[src/rtl/core/sequential_list_engine_core_macros.svh]
// Assertion shorthands shared by the list engine RTL.
// Every check is sampled on clk and disabled while rst_n is low.
`ifndef SEQUENTIAL_LIST_ENGINE_CORE_MACROS_SVH
`define SEQUENTIAL_LIST_ENGINE_CORE_MACROS_SVH

// Consequent holds in the same cycle as the antecedent
`define SLE_ASSERT_SAME(label, ante, cons, msg) \
  label: assert property (@(posedge clk) disable iff (!rst_n) (ante) |-> (cons)) \
    else $error(msg);

// Consequent holds in the cycle after the antecedent
`define SLE_ASSERT_NEXT(label, ante, cons, msg) \
  label: assert property (@(posedge clk) disable iff (!rst_n) (ante) |=> (cons)) \
    else $error(msg);

`endif

[src/rtl/core/sle_pkg.sv]
package sle_pkg;

  // Storage geometry
  localparam int CAPACITY   = 64;
  localparam int DATA_WIDTH = 32;

  // Fixed field widths of the request and result channels
  localparam int FUNC_W    = 3;
  localparam int POS_W     = 7;
  localparam int IN_VAL_W  = 32;
  localparam int OUT_VAL_W = 32;
  localparam int STAT_W    = 2;

  // Stored element width: values are cut to DATA_WIDTH and to the 32-bit field
  localparam int VAL_W  = (DATA_WIDTH < IN_VAL_W) ? DATA_WIDTH : IN_VAL_W;
  localparam int ADDR_W = (CAPACITY > 1) ? $clog2(CAPACITY) : 1;
  localparam int CNT_W  = $clog2(CAPACITY + 1);

  typedef logic [VAL_W-1:0] elem_t;

  typedef enum logic [FUNC_W-1:0] {
    FN_CLEAR  = 3'd0,
    FN_GET    = 3'd1,
    FN_INSERT = 3'd2,
    FN_DELETE = 3'd3,
    FN_PRIOR  = 3'd4,
    FN_NEXT   = 3'd5,
    FN_LOCATE = 3'd6
  } func_t;

  typedef enum logic [STAT_W-1:0] {
    ST_OK   = 2'd0,
    ST_MISS = 2'd1,
    ST_FULL = 2'd2
  } status_t;

  // Where the result value comes from
  typedef enum logic [1:0] {
    SRC_ZERO,
    SRC_RD,
    SRC_PREV,
    SRC_GONE
  } res_src_t;

  // Controller to datapath
  typedef struct packed {
    logic     load;
    logic     clear;
    logic     init_idx;
    logic     rd_step;
    logic     move;
    logic     put;
    logic     cnt_inc;
    logic     cnt_dec;
    logic     set_res;
    status_t  res_status;
    res_src_t res_src;
    logic     res_pos_take;
    logic     out_load;
  } sle_cmd_t;

  // Datapath to controller
  typedef struct packed {
    logic [FUNC_W-1:0] func;
    logic              pos_bad;
    logic              full;
    logic              at_end;
    logic              n_lt2;
    logic              n_zero;
    logic              rd_last;
    logic              hit;
    logic              pend_first;
    logic              pend_last;
  } sle_stat_t;

  function automatic logic [OUT_VAL_W-1:0] widen_val(input elem_t v);
    logic [OUT_VAL_W-1:0] r;
    r = '0;
    r[VAL_W-1:0] = v;
    return r;
  endfunction

  function automatic logic [POS_W-1:0] count_to_pos(input logic [CNT_W-1:0] c);
    logic [POS_W-1:0] r;
    r = '0;
    r[CNT_W-1:0] = c;
    return r;
  endfunction

endpackage

[src/rtl/core/sle_ctrl.sv]
module sle_ctrl import sle_pkg::*; (
  input  logic      clk,
  input  logic      rst_n,
  input  logic      in_valid,
  output logic      in_ready,
  output logic      out_valid,
  input  logic      out_ready,
  input  sle_stat_t stat,
  output sle_cmd_t  cmd
);

  typedef enum logic [3:0] {
    S_IDLE,
    S_CHECK,
    S_READ,
    S_GRAB,
    S_SHIFT,
    S_FLUSH,
    S_PUT,
    S_SCAN,
    S_SCAN_END,
    S_FIN
  } state_t;

  state_t   state_r, state_nxt;
  logic     out_valid_r, out_valid_nxt;

  // Outcome of a search match on the entry now coming out of the store
  status_t  hit_status;
  res_src_t hit_src;
  logic     hit_grab;

  always_comb begin
    hit_grab   = (stat.func == FN_NEXT) && !stat.pend_last;
    hit_status = ST_OK;
    if ((stat.func == FN_PRIOR && stat.pend_first) ||
        (stat.func == FN_NEXT && stat.pend_last)) begin
      hit_status = ST_MISS;
    end
    hit_src = (stat.func == FN_PRIOR && hit_status == ST_OK) ? SRC_PREV : SRC_ZERO;
  end

  // Sequence one request
  always_comb begin
    state_nxt = state_r;
    cmd       = '0;
    cmd.res_status = ST_OK;
    cmd.res_src    = SRC_ZERO;

    unique case (state_r)
      S_IDLE: begin
        if (in_valid) begin
          cmd.load  = 1'b1;
          state_nxt = S_CHECK;
        end
      end

      S_CHECK: begin
        cmd.init_idx = 1'b1;
        state_nxt    = S_FIN;
        unique case (stat.func) inside
          FN_CLEAR: begin
            cmd.clear   = 1'b1;
            cmd.set_res = 1'b1;
          end
          FN_GET: begin
            if (stat.pos_bad) begin
              cmd.set_res    = 1'b1;
              cmd.res_status = ST_MISS;
            end else begin
              state_nxt = S_READ;
            end
          end
          FN_INSERT: begin
            if (stat.pos_bad) begin
              cmd.set_res    = 1'b1;
              cmd.res_status = ST_MISS;
            end else if (stat.full) begin
              cmd.set_res    = 1'b1;
              cmd.res_status = ST_FULL;
            end else if (stat.at_end) begin
              state_nxt = S_PUT;
            end else begin
              state_nxt = S_SHIFT;
            end
          end
          FN_DELETE: begin
            if (stat.pos_bad) begin
              cmd.set_res    = 1'b1;
              cmd.res_status = ST_MISS;
            end else begin
              state_nxt = S_SHIFT;
            end
          end
          FN_PRIOR, FN_NEXT: begin
            if (stat.n_lt2) begin
              cmd.set_res    = 1'b1;
              cmd.res_status = ST_MISS;
            end else begin
              state_nxt = S_SCAN;
            end
          end
          FN_LOCATE: begin
            if (stat.n_zero) begin
              cmd.set_res    = 1'b1;
              cmd.res_status = ST_MISS;
            end else begin
              state_nxt = S_SCAN;
            end
          end
          default: begin
            cmd.set_res    = 1'b1;
            cmd.res_status = ST_MISS;
          end
        endcase
      end

      S_READ: begin
        cmd.rd_step = 1'b1;
        state_nxt   = S_GRAB;
      end

      S_GRAB: begin
        cmd.set_res = 1'b1;
        cmd.res_src = SRC_RD;
        state_nxt   = S_FIN;
      end

      // Walk the tail one entry per cycle; each entry is written in the cycle after it is read
      S_SHIFT: begin
        cmd.rd_step = 1'b1;
        cmd.move    = 1'b1;
        if (stat.rd_last) begin
          state_nxt = S_FLUSH;
        end
      end

      S_FLUSH: begin
        cmd.move = 1'b1;
        if (stat.func == FN_INSERT) begin
          state_nxt = S_PUT;
        end else begin
          cmd.cnt_dec = 1'b1;
          cmd.set_res = 1'b1;
          cmd.res_src = SRC_GONE;
          state_nxt   = S_FIN;
        end
      end

      S_PUT: begin
        cmd.put     = 1'b1;
        cmd.cnt_inc = 1'b1;
        cmd.set_res = 1'b1;
        state_nxt   = S_FIN;
      end

      S_SCAN: begin
        cmd.rd_step = 1'b1;
        if (stat.hit) begin
          if (hit_grab) begin
            state_nxt = S_GRAB;
          end else begin
            cmd.set_res      = 1'b1;
            cmd.res_status   = hit_status;
            cmd.res_src      = hit_src;
            cmd.res_pos_take = (stat.func == FN_LOCATE);
            state_nxt        = S_FIN;
          end
        end else if (stat.rd_last) begin
          state_nxt = S_SCAN_END;
        end
      end

      // Last entry is coming out of the store
      S_SCAN_END: begin
        cmd.set_res = 1'b1;
        state_nxt   = S_FIN;
        if (stat.hit) begin
          cmd.res_status   = hit_status;
          cmd.res_src      = hit_src;
          cmd.res_pos_take = (stat.func == FN_LOCATE);
        end else begin
          cmd.res_status = ST_MISS;
        end
      end

      S_FIN: begin
        if (!out_valid_r || out_ready) begin
          cmd.out_load = 1'b1;
          state_nxt    = S_IDLE;
        end
      end

      default: begin
        state_nxt = S_IDLE;
      end
    endcase
  end

  // Result register occupancy
  always_comb begin
    out_valid_nxt = out_valid_r;
    if (cmd.out_load) begin
      out_valid_nxt = 1'b1;
    end else if (out_ready) begin
      out_valid_nxt = 1'b0;
    end
  end

  always_ff @(posedge clk) begin
    if (!rst_n) begin
      state_r     <= S_IDLE;
      out_valid_r <= 1'b0;
    end else begin
      state_r     <= state_nxt;
      out_valid_r <= out_valid_nxt;
    end
  end

  assign in_ready  = (state_r == S_IDLE);
  assign out_valid = out_valid_r;

endmodule

[config.mk]
export PLATFORM = sky130hd
export DESIGN_NAME = sle_ctrl
export DESIGN_NICKNAME = d
export VERILOG_FILES = /design/src/rtl/core/sequential_list_engine_core_macros.svh /design/src/rtl/core/sle_pkg.sv /design/src/rtl/core/sle_ctrl.sv
export SDC_FILE = /design/constraint.sdc
export NUM_CORES = 1
export LEC_CHECK = 0
export ABC_AREA = 1
export BUFFER_PORTS_ARGS = -buffer_cell sky130_fd_sc_hd__buf_2
export CORE_UTILIZATION = 42
export CTS_CLUSTER_SIZE = 20
export DETAILED_ROUTE_END_ITERATION = 8
export HOLD_SLACK_MARGIN = 0.12
export PLACE_DENSITY = 0.75
export REMOVE_ABC_BUFFERS = 1
export SLEW_MARGIN = 20
export SYNTH_ARGS = -nofsm -noshare
export SYNTH_HDL_FRONTEND = slang
export SYNTH_SLANG_ARGS = --single-unit
[constraint.sdc]
create_clock -name clk -period 1.3 [get_ports clk]
set_input_delay 0 -clock clk [delete_from_list [all_inputs] [get_ports clk]]
set_output_delay 0 -clock clk [all_outputs]
set_load 0.02 [all_outputs]
# After elaboration in Yosys (flattened, before gate mapping)

Cells that the tools add are included.

Flip-flop bits (word level): 5
Input bits: 16
Output and inout port bits: 17
Word-level logic and storage cells: 85

Eq/ne operators: 19
Mux-type cells: 46
Reductions and logical operators: 18

Operators with widths:

| kind                                                | number |
|---|---|
| 2-to-1 mux 4 bit                                    | 13 |
| one-hot mux 4 bit (8 select lines)                  | 1 |
| one-hot mux 4 bit (5 select lines)                  | 1 |
| 2-to-1 mux 3 bit                                    | 6 |
| equality test 4 x 3 -> 1 bit, second input constant | 4 |
| 2-to-1 mux 2 bit                                    | 6 |
| 2-to-1 mux 6 bit                                    | 2 |
| 2-to-1 mux 1 bit                                    | 11 |
| one-hot mux 2 bit (5 select lines)                  | 1 |
| equality test 3 bit, second input constant          | 3 |
| equality test 4 x 2 -> 1 bit, second input constant | 2 |
| equality test 4 bit, second input constant          | 2 |
| one-hot mux 1 bit (4 select lines)                  | 2 |
| one-hot mux 2 bit (4 select lines)                  | 1 |
| equality test 3 x 2 -> 1 bit, second input constant | 2 |
| inequality test 2 bit, second input constant        | 3 |
| one-hot mux 2 bit (3 select lines)                  | 1 |
| OR reduction 2 bit                                  | 3 |
| OR reduction 3 bit                                  | 2 |
| equality test 4 x 1 -> 1 bit, second input constant | 1 |
| logical AND 1 bit                                   | 4 |
| logical NOT 4 bit                                   | 1 |
| AND reduction 4 bit                                 | 1 |
| equality test 3 x 1 -> 1 bit, second input constant | 1 |
| 7 further kinds                                     | 9 |

# Longest topological paths before layout

Depth after elaboration: 10
Mapped depth: 11
Depth with buffers taken out: 11

# Worst setup path before layout

Ideal clock, no wire load.

Path type: reg2out
From: register state_r[1]
To: output cmd[3] (netlist name)
Arrival: 1.420 ns
Data required time: 1.300 ns
Slack: -0.120 ns
Stages on the path, launching flop included: 7
Path buffers: 0
Cell sequence: dfxtp_1 -> nand2_1 -> nor2_4 -> nand3_1 -> o21ai_0 -> nand3_1 -> o21ai_0

RTL lines:

| element                  | line            | RTL |
|---|---|---|
| start: declaration       | sle_ctrl.sv:25  | `state_t state_r, state_nxt;` |
| start signal: assignment | sle_ctrl.sv:215 | `state_r <= state_nxt;` |
| end: declaration         | sle_ctrl.sv:9   | `output sle_cmd_t cmd` |

==> impl_metrics.json <==
{
  "finalHoldViolCount": 0,
  "grt_pass1_vias": 1100,
  "routedWlPerCell_um": 12.61,
  "setup_viol": 16,
  "grt_max_degree": 10,
  "clkPwrFrac": 0.105,
  "row_count": 14,
  "syn_area_per_cell_um2": 5.064,
  "start_util": 0.4733,
  "power_frac_comb": 0.736,
  "core_mm2": 0.001594,
  "timing.fmax_mhz": 670.8,
  "drt-initial-drc-count": 43,
  "grt.overflow.total": 0,
  "path_max_fanout": 4,
  "endpoint": "cmd[0]",
  "pin_count": 33,
  "nets": 221,
  "clock_skew_ns": 0.002077,
  "fin_hold_ws_ns": 0.2161,
  "hp-class": "in -> reg",
  "area_delta_synth_final_pct": 71.97,
  "ant_nets": 0,
  "max_slew_margin": 0.8165,
  "cp_data_arrival_time_ns": 1.49,
  "synth-seq-cells": 5,
  "internal_power_uw": 876.0,
  "tritoncts": "yes",
  "synth_cell_types": 23,
  "switching_share": 0.4990,
  "pwr-share-seq": 0.159,
  "yosys_warnings": 0,
  "cts_buffer_depth": 2,
  "clock_sinks": 5,
  "r2r-start": "state_r[1]$_SDFFE_PN0P_",
  "crit_path_end_kind": "output port",
  "tightest_slew_ns": 0.2742,
  "peakVddDrop_v": 0.001150,
  "worstRegToRegCells": 8,
  "p_sw_uw": 872.5,
  "yosysSeqAreaShare": 0.1327,
  "p_leak_uw": 0.0007011,
  "fin_crit_ns": 1.491,
  "synth_area_um2": 754.5,
  "fin_crit_sh": 1.147,
  "drive_above_1_share": 0.4510,
  "maxSlewViolCount": 0,
  "final_cell_mix": "nand2_1, nor2_1, inv_1, buf_2, buf_4",
  "failed_checks": "setup timing",
  "hpwl_um": 1880,
  "routed_wl_um": 2876,
  "r2r_end": "state_r[0]$_SDFFE_PN0P_",
  "dieArea_mm2": 0.001970,
  "setup_slack_ns": -0.1908,
  "grt_pass1_wl_um": 4353,
  "track_usage": 0.2986,
  "antenna_found_initial": 0,
  "worstSkewPairLatency_ns": 0.25,
  "die-width_um": 44.39,
  "path_clk_slew_ns": 0.05,
  "via_count": 1187,
  "rrSetupSlack_ns": -0.10,
  "rsz0062_at_grt": "yes",
  "h-tree-depth": 1,
  "synth_cells": 149,
  "mostFrequentLayoutCell": "nand2_1",
  "final_util": 0.8140,
  "setup.worst_path.class": "reg -> out",
  "dr.pass1.iters": 4,
  "gp_congestion": 0.9191,
  "numPortBuffers": 32,
  "maxCapViolCount": 0,
  "dieHeight_um": 44.39,
  "n_antenna_cell": 0,
  "drc": 0,
  "crit_start": "state_r[1]$_SDFFE_PN0P_",
  "required_ns": 1.30,
  "via_per_inst": 5.206,
  "cts_root_buffer": "clkbuf_4",
  "outcome": "finished, violations left",
  "start_kind": "register",
  "cts_made_buffers": 3,
  "power_density_mw_per_mm2": 1348
}
[power by group through the flow]
stage	Sequential, µW	Clock (µW)	Combinational, µW
after global routing	284	202	1390
after global placement	225	0	966
after floorplan	231	0	573
after detailed placement	226	0	983
final	278	183	1290
after CTS	253	184	1200
[cells in the mapped netlist]
| cell type | count | area [µm²] |
|---|---|---|
| o22ai_1 | 2 | 12.51 |
| nand3_1 | 13 | 65.06 |
| nor2_1 | 31 | 116.4 |
| dfxtp_1 | 5 | 100.1 |
| nor4_1 | 2 | 12.51 |
| buf_2 | 2 | 10.01 |
| o21ai_0 | 7 | 35.03 |
| nand2_2 | 1 | 6.260 |
| a21oi_1 | 7 | 35.03 |
| nor3_1 | 4 | 20.02 |
| nand3_2 | 1 | 10.01 |
| nor2_4 | 1 | 11.26 |
| a32o_1 | 1 | 10.01 |
| nor2_2 | 1 | 6.260 |
| inv_2 | 2 | 7.510 |
| a211oi_1 | 1 | 7.510 |
| inv_1 | 26 | 97.59 |
| nand3b_1 | 1 | 7.510 |
| nand2_4 | 1 | 11.26 |
| a21oi_2 | 2 | 17.52 |
| buf_4 | 2 | 15.01 |
| nand4_1 | 2 | 12.51 |
| nand2_1 | 34 | 127.6 |
[metal layers]
metal  global-route usage  wire [µm]  up-vias
met3              0.06531        198        6
met4              0.08485         63        0
li1                     -          -      582
met2               0.5529       1468       60
met1               0.3391       1146      539
met5                    0          0        -
[cell families (layout without fill, tap and decap cells)]
| kind of cell | after synthesis | after routing | share of synthesized area |
|---|---|---|---|
| AO/OA/AOI/OAI | 20 | 20 | 0.1559 |
| buffers and inverters | 32 | 87 | 0.1725 |
| flip-flops | 5 | 5 | 0.1327 |
| AND/OR/NAND/NOR | 92 | 92 | 0.5390 |
[through the flow]
step	total power (µW)	worst slack, ns	std cells	setup TNS (ns)	area, µm²
finish	1748	-0.1908	228	-1.346	1297
detailed placement	1209	-0.08311	216	-0.4034	1032
global route	1874	-0.2741	228	-2.818	1297
global placement	1191	-0.08070	216	-0.2562	1032
CTS	1635	-0.1019	227	-0.7458	1247
floorplan	804.1	-0.1202	145	-0.1261	729.5
[state kept, by name, indices dropped and copies added, names as in the netlist]
signal and flops:
state_r 4, out_valid 1
[cell type report]
cell class	count	area, µm²
multi-input combinational	112	624.3
timing repair buffer	55	395.4
fill	107	296.5
sequential	5	112.6
inverter	28	107.6
tap	24	30.03
clock buffer	3	22.52
clock inverter	1	5.005
[repair_timing]
item | in CTS | in global routing
pin swaps | 7 | 7
cloned | 0 | 0
endpoints found under the hold margin | 5 | 0
buffers inserted | 4 | 1
setup endpoints to repair | 17 | 17
gates resized for setup | 42 | 15
hold buffers | 3 | 0
[critical path, stage by stage, from the launching register on]
cell and delay [ns]:
dfxtp_4 0.36, buf_6 0.13, nor2_4 0.14, nand3_1 0.15, buf_4 0.18, nor2_1 0.12, buf_4 0.16
[worst min path at each step]
| stage | from | slack, ns | endpoint | cells after the start |
|---|---|---|---|---|
| 6_report | in_valid | 0.22 | state_r[0]$_SDFFE_PN0P_ | 6 |
| 3_5_place_dp | rst_n | 0.24 | state_r[1]$_SDFFE_PN0P_ | 3 |
| 2_1_floorplan | stat[9] | 0.08 | cmd[13] | 1 |
| 5_1_grt | in_valid | 0.25 | state_r[0]$_SDFFE_PN0P_ | 6 |
| 3_3_place_gp | rst_n | 0.23 | state_r[1]$_SDFFE_PN0P_ | 3 |
| 4_1_cts | in_valid | 0.20 | state_r[0]$_SDFFE_PN0P_ | 6 |
Note: power is estimated with default switching activity, not from simulation.
