`src/rtl/core/sequential_list_engine_core_macros.svh`:
```
// Assertion shorthands shared by the list engine RTL.
// Every check is sampled on clk and disabled while rst_n is low.
`ifndef SEQUENTIAL_LIST_ENGINE_CORE_MACROS_SVH
`define SEQUENTIAL_LIST_ENGINE_CORE_MACROS_SVH

// Consequent holds in the same cycle as the antecedent
`define SLE_ASSERT_SAME(label, ante, cons, msg) \
  label: assert property (@(posedge clk) disable iff (!rst_n) (ante) |-> (cons)) \
    else $error(msg);

// Consequent holds in the cycle after the antecedent
`define SLE_ASSERT_NEXT(label, ante, cons, msg) \
  label: assert property (@(posedge clk) disable iff (!rst_n) (ante) |=> (cons)) \
    else $error(msg);

`endif

```
`src/rtl/core/sle_pkg.sv`:
```
package sle_pkg;

  // Storage geometry
  localparam int CAPACITY   = 64;
  localparam int DATA_WIDTH = 32;

  // Fixed field widths of the request and result channels
  localparam int FUNC_W    = 3;
  localparam int POS_W     = 7;
  localparam int IN_VAL_W  = 32;
  localparam int OUT_VAL_W = 32;
  localparam int STAT_W    = 2;

  // Stored element width: values are cut to DATA_WIDTH and to the 32-bit field
  localparam int VAL_W  = (DATA_WIDTH < IN_VAL_W) ? DATA_WIDTH : IN_VAL_W;
  localparam int ADDR_W = (CAPACITY > 1) ? $clog2(CAPACITY) : 1;
  localparam int CNT_W  = $clog2(CAPACITY + 1);

  typedef logic [VAL_W-1:0] elem_t;

  typedef enum logic [FUNC_W-1:0] {
    FN_CLEAR  = 3'd0,
    FN_GET    = 3'd1,
    FN_INSERT = 3'd2,
    FN_DELETE = 3'd3,
    FN_PRIOR  = 3'd4,
    FN_NEXT   = 3'd5,
    FN_LOCATE = 3'd6
  } func_t;

  typedef enum logic [STAT_W-1:0] {
    ST_OK   = 2'd0,
    ST_MISS = 2'd1,
    ST_FULL = 2'd2
  } status_t;

  // Where the result value comes from
  typedef enum logic [1:0] {
    SRC_ZERO,
    SRC_RD,
    SRC_PREV,
    SRC_GONE
  } res_src_t;

  // Controller to datapath
  typedef struct packed {
    logic     load;
    logic     clear;
    logic     init_idx;
    logic     rd_step;
    logic     move;
    logic     put;
    logic     cnt_inc;
    logic     cnt_dec;
    logic     set_res;
    status_t  res_status;
    res_src_t res_src;
    logic     res_pos_take;
    logic     out_load;
  } sle_cmd_t;

  // Datapath to controller
  typedef struct packed {
    logic [FUNC_W-1:0] func;
    logic              pos_bad;
    logic              full;
    logic              at_end;
    logic              n_lt2;
    logic              n_zero;
    logic              rd_last;
    logic              hit;
    logic              pend_first;
    logic              pend_last;
  } sle_stat_t;

  function automatic logic [OUT_VAL_W-1:0] widen_val(input elem_t v);
    logic [OUT_VAL_W-1:0] r;
    r = '0;
    r[VAL_W-1:0] = v;
    return r;
  endfunction

  function automatic logic [POS_W-1:0] count_to_pos(input logic [CNT_W-1:0] c);
    logic [POS_W-1:0] r;
    r = '0;
    r[CNT_W-1:0] = c;
    return r;
  endfunction

endpackage

```
`src/rtl/core/sle_ram.sv`:
```
module sle_ram #(
  parameter int WIDTH = 32,
  parameter int DEPTH = 64
) (
  input  logic                                      clk,
  input  logic                                      wr_en,
  input  logic [((DEPTH > 1) ? $clog2(DEPTH) : 1)-1:0] wr_addr,
  input  logic [WIDTH-1:0]                          wr_data,
  input  logic                                      rd_en,
  input  logic [((DEPTH > 1) ? $clog2(DEPTH) : 1)-1:0] rd_addr,
  output logic [WIDTH-1:0]                          rd_data
);

  logic [WIDTH-1:0] mem_r [DEPTH];
  logic [WIDTH-1:0] rd_data_r;

  // Write port
  always_ff @(posedge clk) begin
    if (wr_en) begin
      mem_r[wr_addr] <= wr_data;
    end
  end

  // Registered read port, holds when idle
  always_ff @(posedge clk) begin
    if (rd_en) begin
      rd_data_r <= mem_r[rd_addr];
    end
  end

  assign rd_data = rd_data_r;

endmodule

```
`src/rtl/core/sle_datapath.sv`:
```
module sle_datapath import sle_pkg::*; (
  input  logic                 clk,
  input  logic                 rst_n,
  input  logic [FUNC_W-1:0]    func,
  input  logic [POS_W-1:0]     position,
  input  logic [IN_VAL_W-1:0]  item_value,
  input  sle_cmd_t             cmd,
  output sle_stat_t            stat,
  output logic [STAT_W-1:0]    status,
  output logic [OUT_VAL_W-1:0] result_value,
  output logic [POS_W-1:0]     result_position,
  output logic [POS_W-1:0]     list_length,
  output logic                 list_empty
);

  // Request registers
  logic [FUNC_W-1:0] func_r;
  logic [POS_W-1:0]  pos_r;
  elem_t             val_r;

  logic [CNT_W-1:0]  count_r, count_nxt;
  logic [ADDR_W-1:0] idx_r, idx_nxt;
  logic [ADDR_W-1:0] pend_idx_r;
  logic              pend_r;
  elem_t             prev_r;
  elem_t             gone_r;

  // Result held until the output register is free
  logic [STAT_W-1:0] res_status_r;
  elem_t             res_value_r, res_value_nxt;
  logic [POS_W-1:0]  res_pos_r;

  // Output register
  logic [STAT_W-1:0] out_status_r;
  elem_t             out_value_r;
  logic [POS_W-1:0]  out_pos_r;
  logic [POS_W-1:0]  out_len_r;
  logic              out_empty_r;

  logic [POS_W-1:0]  n_pos, pos_m1;
  logic [ADDR_W-1:0] addr_p, addr_n, idx_start, idx_stop;
  logic              is_scan, is_insert, is_delete;
  logic              gone_now;
  logic              wr_en;
  logic [ADDR_W-1:0] wr_addr;
  elem_t             wr_data;
  elem_t             rd_data;

  // Position checks and walk bounds
  always_comb begin
    n_pos     = count_to_pos(count_r);
    pos_m1    = pos_r - POS_W'(1);
    addr_p    = pos_m1[ADDR_W-1:0];
    addr_n    = ADDR_W'(count_r - CNT_W'(1));
    is_insert = (func_r == FN_INSERT);
    is_delete = (func_r == FN_DELETE);
    is_scan   = (func_r == FN_PRIOR) || (func_r == FN_NEXT) || (func_r == FN_LOCATE);
    idx_start = is_insert ? addr_n : (is_scan ? '0 : addr_p);
    idx_stop  = is_insert ? addr_p : addr_n;
  end

  always_comb begin
    stat.func       = func_r;
    stat.pos_bad    = (pos_r == '0) || (is_insert ? (pos_m1 > n_pos) : (pos_r > n_pos));
    stat.full       = (count_r == CNT_W'(CAPACITY));
    stat.at_end     = (pos_m1 == n_pos);
    stat.n_lt2      = (count_r < CNT_W'(2));
    stat.n_zero     = (count_r == '0);
    stat.rd_last    = (idx_r == idx_stop);
    stat.hit        = pend_r && (rd_data == val_r);
    stat.pend_first = (pend_idx_r == '0);
    stat.pend_last  = (pend_idx_r == addr_n);
  end

  // Store write: new element, or one step of the tail shift
  always_comb begin
    gone_now = cmd.move && pend_r && is_delete && (pend_idx_r == addr_p);
    wr_en    = 1'b0;
    wr_addr  = pend_idx_r;
    wr_data  = rd_data;
    if (cmd.put) begin
      wr_en   = 1'b1;
      wr_addr = addr_p;
      wr_data = val_r;
    end else if (cmd.move && pend_r && !gone_now) begin
      wr_en   = 1'b1;
      wr_addr = is_insert ? (pend_idx_r + ADDR_W'(1)) : (pend_idx_r - ADDR_W'(1));
    end
  end

  sle_ram #(
    .WIDTH (VAL_W),
    .DEPTH (CAPACITY)
  ) u_store (
    .clk     (clk),
    .wr_en   (wr_en),
    .wr_addr (wr_addr),
    .wr_data (wr_data),
    .rd_en   (cmd.rd_step),
    .rd_addr (idx_r),
    .rd_data (rd_data)
  );

  // Walk index and length
  always_comb begin
    idx_nxt = idx_r;
    if (cmd.init_idx) begin
      idx_nxt = idx_start;
    end else if (cmd.rd_step) begin
      idx_nxt = is_insert ? (idx_r - ADDR_W'(1)) : (idx_r + ADDR_W'(1));
    end

    count_nxt = count_r;
    if (cmd.clear) begin
      count_nxt = '0;
    end else if (cmd.cnt_inc) begin
      count_nxt = count_r + CNT_W'(1);
    end else if (cmd.cnt_dec) begin
      count_nxt = count_r - CNT_W'(1);
    end
  end

  always_comb begin
    case (cmd.res_src)
      SRC_RD:   res_value_nxt = rd_data;
      SRC_PREV: res_value_nxt = prev_r;
      SRC_GONE: res_value_nxt = gone_now ? rd_data : gone_r;
      default:  res_value_nxt = '0;
    endcase
  end

  always_ff @(posedge clk) begin
    if (!rst_n) begin
      count_r <= '0;
      pend_r  <= 1'b0;
    end else begin
      count_r <= count_nxt;
      pend_r  <= cmd.rd_step;
    end
  end

  always_ff @(posedge clk) begin
    if (cmd.load) begin
      func_r <= func;
      pos_r  <= position;
      val_r  <= item_value[VAL_W-1:0];
    end
    idx_r <= idx_nxt;
    if (cmd.rd_step) begin
      pend_idx_r <= idx_r;
    end
    // Keep the entry before the one being compared
    if (pend_r) begin
      prev_r <= rd_data;
    end
    if (gone_now) begin
      gone_r <= rd_data;
    end
    if (cmd.set_res) begin
      res_status_r <= cmd.res_status;
      res_value_r  <= res_value_nxt;
      res_pos_r    <= cmd.res_pos_take ? (POS_W'(pend_idx_r) + POS_W'(1)) : '0;
    end
    if (cmd.out_load) begin
      out_status_r <= res_status_r;
      out_value_r  <= res_value_r;
      out_pos_r    <= res_pos_r;
      out_len_r    <= n_pos;
      out_empty_r  <= (count_r == '0);
    end
  end

  assign status          = out_status_r;
  assign result_value    = widen_val(out_value_r);
  assign result_position = out_pos_r;
  assign list_length     = out_len_r;
  assign list_empty      = out_empty_r;

endmodule
```
`config.mk`:
```
export PLATFORM = sky130hd
export DESIGN_NAME = sle_datapath
export DESIGN_NICKNAME = d
export VERILOG_FILES = /design/src/rtl/core/sequential_list_engine_core_macros.svh /design/src/rtl/core/sle_pkg.sv /design/src/rtl/core/sle_ram.sv /design/src/rtl/core/sle_datapath.sv
export SDC_FILE = /design/constraint.sdc
export NUM_CORES = 2
export LEC_CHECK = 0
export BUFFER_PORTS_ARGS = -buffer_cell sky130_fd_sc_hd__buf_2
export CAP_MARGIN = 20
export CORE_MARGIN = 5
export CORE_UTILIZATION = 50
export CTS_CLUSTER_SIZE = 16
export DETAILED_ROUTE_END_ITERATION = 8
export PLACE_DENSITY = 0.63
export REMOVE_ABC_BUFFERS = 1
export SYNTH_ARGS = -nofsm -noshare
export SYNTH_HDL_FRONTEND = slang
export SYNTH_SLANG_ARGS = --single-unit
export TNS_END_PERCENT = 100
```
`constraint.sdc`:
```
create_clock -name clk -period 8.43 [get_ports clk]
set_input_delay 0.843 -clock clk [delete_from_list [all_inputs] [get_ports clk]]
set_output_delay 0.843 -clock clk [all_outputs]
set_load 0.1 [all_outputs]
```
# Yosys cells after proc, flatten, opt, wreduce, memory -nomap -nowiden

Memory sizes are Yosys's and may differ from the RTL's. A register that Yosys moved wholly into a read port is not among the register bits.
Index checks and enable logic that the tools add are counted.
Widths: inputs -> output; s select.

Add/subtract/negate cells: 8
Magnitude comparators: 3
Equality and inequality tests: 14
Mux-type cells: 19
Bitwise logic cells: 1
Reductions and logical operators: 15

Operators by type and width:

| operator            | number |
|---|---|
| $pmux 32 s3         | 1 |
| $mux 32             | 2 |
| $mux 6              | 9 |
| $eq 32x32->1        | 1 |
| $eq 6x6->1          | 3 |
| $gt 7x7->1          | 2 |
| $logic_not 7->1     | 2 |
| $mux 7              | 2 |
| $sub 7x1->7 const B | 2 |
| $add 6x1->6 const B | 2 |
| $sub 6x1->6 const B | 2 |
| $eq 3x3->1 const B  | 3 |
| $add 6x1->7 const B | 1 |
| $add 7x1->7 const B | 1 |
| $eq 7x7->1          | 1 |
| $eq 7x7->1 const B  | 1 |
| $lt 7x2->1 const B  | 1 |
| $eq 3x2->1 const B  | 2 |
| $logic_not 6->1     | 1 |
| $logic_and 1x1->1   | 5 |
| $mux 1              | 5 |
| $eq 2x2->1 const B  | 2 |
| $reduce_bool 2->1   | 2 |
| $logic_or 1x1->1    | 3 |
| other kinds (4)     | 4 |

Register bits: 216
Bits in writable memories: 2048
Input bits: 59
Output and inout bits: 61
Logic and storage cells: 78
Memories: 1

Memories:

| memory        | depth | width | rd ports | clocked after Yosys merged registers in | wr ports | RTL line      | source |
|---|---|---|---|---|---|---|---|
| u_store.mem_r | 64    | 32    | 1        | 1                                       | 1        | sle_ram.sv:14 | `logic [WIDTH-1:0] mem_r [DEPTH];` |

# Depth between registers and ports, before layout

Word-level depth: 9
Depth in mapped cells: 12

# Hierarchy

A second synthesis with hierarchy kept.

Cells, all modules: 3996
Area total of the unflattened synthesis: 88519.9 um2

Modules (own cells, without submodules):

| module       | instances | cells each | area each (um2) | seq. area each (um2) |
|---|---|---|---|---|
| sle_ram      | 1         | 3324       | 78835.6         | 62459.9 |
| sle_datapath | 1         | 672        | 9684.3          | 6085.8 |

# Worst setup path before layout

OpenSTA, ideal clock, no wires.

Path kind: reg-to-reg
Start point: register func_r[0]
End point: memory u_store.mem_r[6][0], enable pin
Library setup time: 0.501 ns
Arrival: 6.743 ns
Required time: 7.929 ns
Slack: 1.186 ns
Cell stages (with the launch flop): 12
Buffers on the path: 2
Path through: edfxtp_1 -> or3b_1 -> clkbuf_1 -> clkbuf_1 -> ha_1 -> a21o_1 -> a21o_1 -> a2111oi_0 -> nor4b_1 -> mux2i_1 -> nand2_1 -> nor4_1

Word-level cells in the longest chain between the ends: 9
Elaborated cells on any way between the ends: 13
Classes of those cells: eq/ne: 2; mux: 7; reduce/logical: 4

RTL lines:

| element                        | RTL line            | source |
|---|---|---|
| from (decl)                    | sle_datapath.sv:17  | `logic [FUNC_W-1:0] func_r;` |
| from (signal assigned)         | sle_datapath.sv:144 | `func_r <= func;` |
| $eq 3x2->1                     | sle_datapath.sv:56  | `is_delete = (func_r == FN_DELETE);` |
| $logic_and 1x1->1 (2 in a row) | sle_datapath.sv:77  | `gone_now = cmd.move && pend_r && is_delete && (pend_idx_r == addr_p);` |
| $logic_not 1->1                | sle_datapath.sv:85  | `end else if (cmd.move && pend_r && !gone_now) begin` |
| $logic_and 1x1->1              | sle_datapath.sv:85  |  |
| $mux 1                         | sle_datapath.sv:85  |  |
| $mux 1                         | sle_datapath.sv:81  | `if (cmd.put) begin` |
| $mux 1                         | sle_ram.sv:19       | `if (wr_en) begin` |
| $mux 1 (implied by the code)   | sle_ram.sv:20       | `mem_r[wr_addr] <= wr_data;` |
| to (decl)                      | sle_ram.sv:14       |  |

Several ways; a longest one is shown, not always the timed one.

# Worst setup path in the final report

Start point: register func_r[0]
End point: memory u_store.mem_r[21][19], enable pin

Same word-level chain as after synthesis.

==> impl_metrics.yaml <==
setup_path:
  startpoint_type: "flop"
  crit_type: "flop to flop"
  crit_path_frequent_cell: "a21o_1"
  crit_required_ns: 8.96
  end_kind: "flop"
  crit_chain: "or3b_1 > ha_1 > a21o_1 > a21o_1 > a2111oi_0 > nor4b_1 > mux2i_1 > nand3_1 > nor2_4 > buf_4"
  critical_path.slowest_cell: "nor2_4"
  slowest_delay_ns: 1.03
  cp.arrival_ns: 6.38
  cp_max_fo: 25
die:
  dieWidth_microns: 430.8
  core_sq_um: 176100
  row_count: 154
  dieHeight_microns: 430.8
  ios: 120
  die-area_sq_um: 185600
  initial_core_util: 0.5028
power:
  power_leakage_nw: 31.51
  ir_drop_v: 0.0002138
  total_power_mw: 28.55
  p_per_area_nw_per_um2: 284.3
drt:
  drt-pass1-iter-count: 5
  drt_drc_violations_left: 0
  drtAntennaViolNets: 0
  routed-via-count: 40510
  wire_per_inst_microns: 31.14
  first_iter_violations: 4456
  vias_per_cell: 6.106
  wl_mm: 206.6
logic_synthesis:
  ys_async_sr_fraction: 0
  synth_edf_count: 2256
  yosysTopAreaCell: "edfxtp_1"
  synth_area_sq_um: 88550
  ys.flop_type: "edfxtp_1"
  synth.distinct_cells: 66
  synth_area_per_cell_sq_um: 23.24
  syn_inst: 3810
  synth_top_area_frac: 0.7650
  synth.area.top_cells: "edfxtp_1, mux4_2, dfxtp_1"
  synth_seq_area_share: 0.7741
  yosys_register_bits: 2296
  yosysWarnings: 0
clock_tree:
  cts_root_buf: "clkbuf_16"
  clockBufferDepth: 3
  cts_resized: 0
  htreeDepth: 4
  numCtsBuffers: 224
  clkTransAtPathRegs_ns: 0.06
  clock_latency_ns: 0.85
  cts_tree: "done"
  hold_buffers: 0
  cts.sinks: 2296
  cts_setup_buffers: 0
sta:
  slew_viol_final: 0
  slew_headroom: 0.2581
  period_minus_slack_ns: 5.849
  rsz0062_at_grt: "false"
  finalHoldViolCount: 0
  fin_hold_ws_ns: 0.1663
  max_freq_mhz: 171.0
  finClkSkew_ns: 0.04047
  worst_pin_slew_ns: 1.110
  setup_viol: 0
  timing.final.crit_share: 0.6939
finish:
  nNetsFinal: 4181
  drive_above_1_share: 0.3170
  finalNonFillerCells: 6634
  area_growth_pct: 13.39
  n_fill_cell: 12760
  utilization: 0.5702
grt:
  grt_pass1_vias: 40250
  grt-ovfl-total: 0
  grt_pass1_wl_mm: 298.3
  track_usage: 0.2233
  grt_max_degree: 133
  antenna_found_initial: 18
place:
  placed_cells: 6195
  dp_hpwl_mm: 123.3
  globalplace.congestion: 0.8061
  port-buffer-count: 119
hold_path:
  hp-class: "input pin to flop"
job:
  cap_violations: 0
run_status:
  outcome: "finished, final reports clean"
-- final cells by class --
type / instances / area, sq um / area share
repair buffers: 240 / 1912 / 0.01904
inverters: 32 / 120.1 / 0.001196
well taps: 2340 / 2928 / 0.02916
flip-flops and latches: 2296 / 68550 / 0.6827
multi-input cells: 1297 / 19580 / 0.1950
clock inverters: 154 / 1489 / 0.01483
clock buffers: 268 / 5822 / 0.05798
diodes: 7 / 17.52 / 0.0001744
-- logic make-up (layout without fill, tap and decap cells) --
family,count (synthesis),after routing,synth area share
compound gates,133,133,0.009679
xor+xnor,76,76,0.007672
fa+ha+maj,31,31,0.004550
buf+inv,217,694,0.01041
flops,2296,2296,0.7741
mux,709,709,0.1755
other cells,0,7,0
simple gates,348,348,0.01809
-- power breakdown --
group          switching (mW)  internal [mW]
logic                    3.08           1.74
clock network            4.26           5.61
registers               0.262           13.6
-- critical path: cells and delay by family (launching register included) --
| kind | cells | cell delay [ns] |
|---|---|---|
| AOI/OAI and AO/OA | 3 | 0.98 |
| adders and majority gates | 1 | 0.45 |
| buffers and inverters | 1 | 0.38 |
| DFF | 1 | 0.43 |
| muxes | 1 | 0.51 |
| and+or+nand+nor | 4 | 2.78 |
-- metrics by stage --
step                      area [sq um]  setup TNS, ns  setup WS (ns)
after global placement           92660              0          2.660
final                           100400              0          2.581
after floorplan                  87750        -524.87         -13.80
after global routing            100400              0          2.244
after CTS                       100200              0          2.586
after detailed placement         92880              0          2.582
-- metal layers --
| layer | track usage | wire length [microns] | vias to the layer above |
|---|---|---|---|
| met4 | 0.04665 | 3778 | 0 |
| met5 | 0 | 0 | - |
| li1 | - | - | 16740 |
| met3 | 0.04310 | 15460 | 261 |
| met2 | 0.3583 | 102000 | 1534 |
| met1 | 0.3261 | 85350 | 21970 |
-- cells in the final DEF, fill, tap and decap left out, types with 23 or more instances in the layout --
cell type and n:
nor2_4 62, edfxtp_1 2256, clkbuf_1 40, buf_12 31, xnor2_1 62, inv_1 32, clkinv_1 50, buf_4 89
mux2_2 29, nand2_1 156, ha_1 29, nand3_1 34, dfxtp_1 39, clkbuf_16 225, mux4_2 672, buf_2 119
nor2_1 23, clkinv_2 49, o21ai_0 62
-- registers in the layout, summed over array words and instances (netlist names) --
register / flops
count_r: 7
func_r: 3
gone_r: 32
idx_r: 6
list_empty: 1
list_length: 7
pend_idx_r: 6
pend_r: 1
pos_r: 7
prev_r: 32
res_pos_r: 7
res_status_r: 2
res_value_r: 32
result_position: 7
result_value: 32
status: 2
u_store.mem_r: 2048
u_store.rd_data: 32
val_r: 32
-- cells in the mapped netlist (11+ instances only) --
| cell type | instances |
|---|---|
| edfxtp_1 | 2256 |
| mux4_2 | 672 |
| nand2_1 | 156 |
| clkbuf_1 | 98 |
| nor2_1 | 86 |
| o21ai_0 | 62 |
| xnor2_1 | 62 |
| dfxtp_1 | 40 |
| buf_1 | 38 |
| buf_2 | 35 |
| nand3_1 | 34 |
| inv_1 | 32 |
| mux2_2 | 32 |
| ha_1 | 29 |
| a21oi_1 | 15 |
| a22o_1 | 14 |
| nand4_1 | 13 |
| xor2_1 | 13 |
| buf_4 | 11 |
-- worst paths after layout --
path                                           startpoint                         endpoint  slack, ns  cells past startpoint
worst max-delay path                  func_r[0]$_DFFE_PP_  u_store.mem_r[21][19]$_DFFE_PP_       2.58                     10
worst min register to register  res_value_r[16]$_DFFE_PP_       result_value[16]$_DFFE_PP_       0.42                      0
worst max register to register        func_r[0]$_DFFE_PP_  u_store.mem_r[21][19]$_DFFE_PP_       2.58                     10
worst min-delay path                       item_value[14]              val_r[14]$_DFFE_PP_       0.17                      1
No activity file was read; power rests on OpenSTA's default activity.
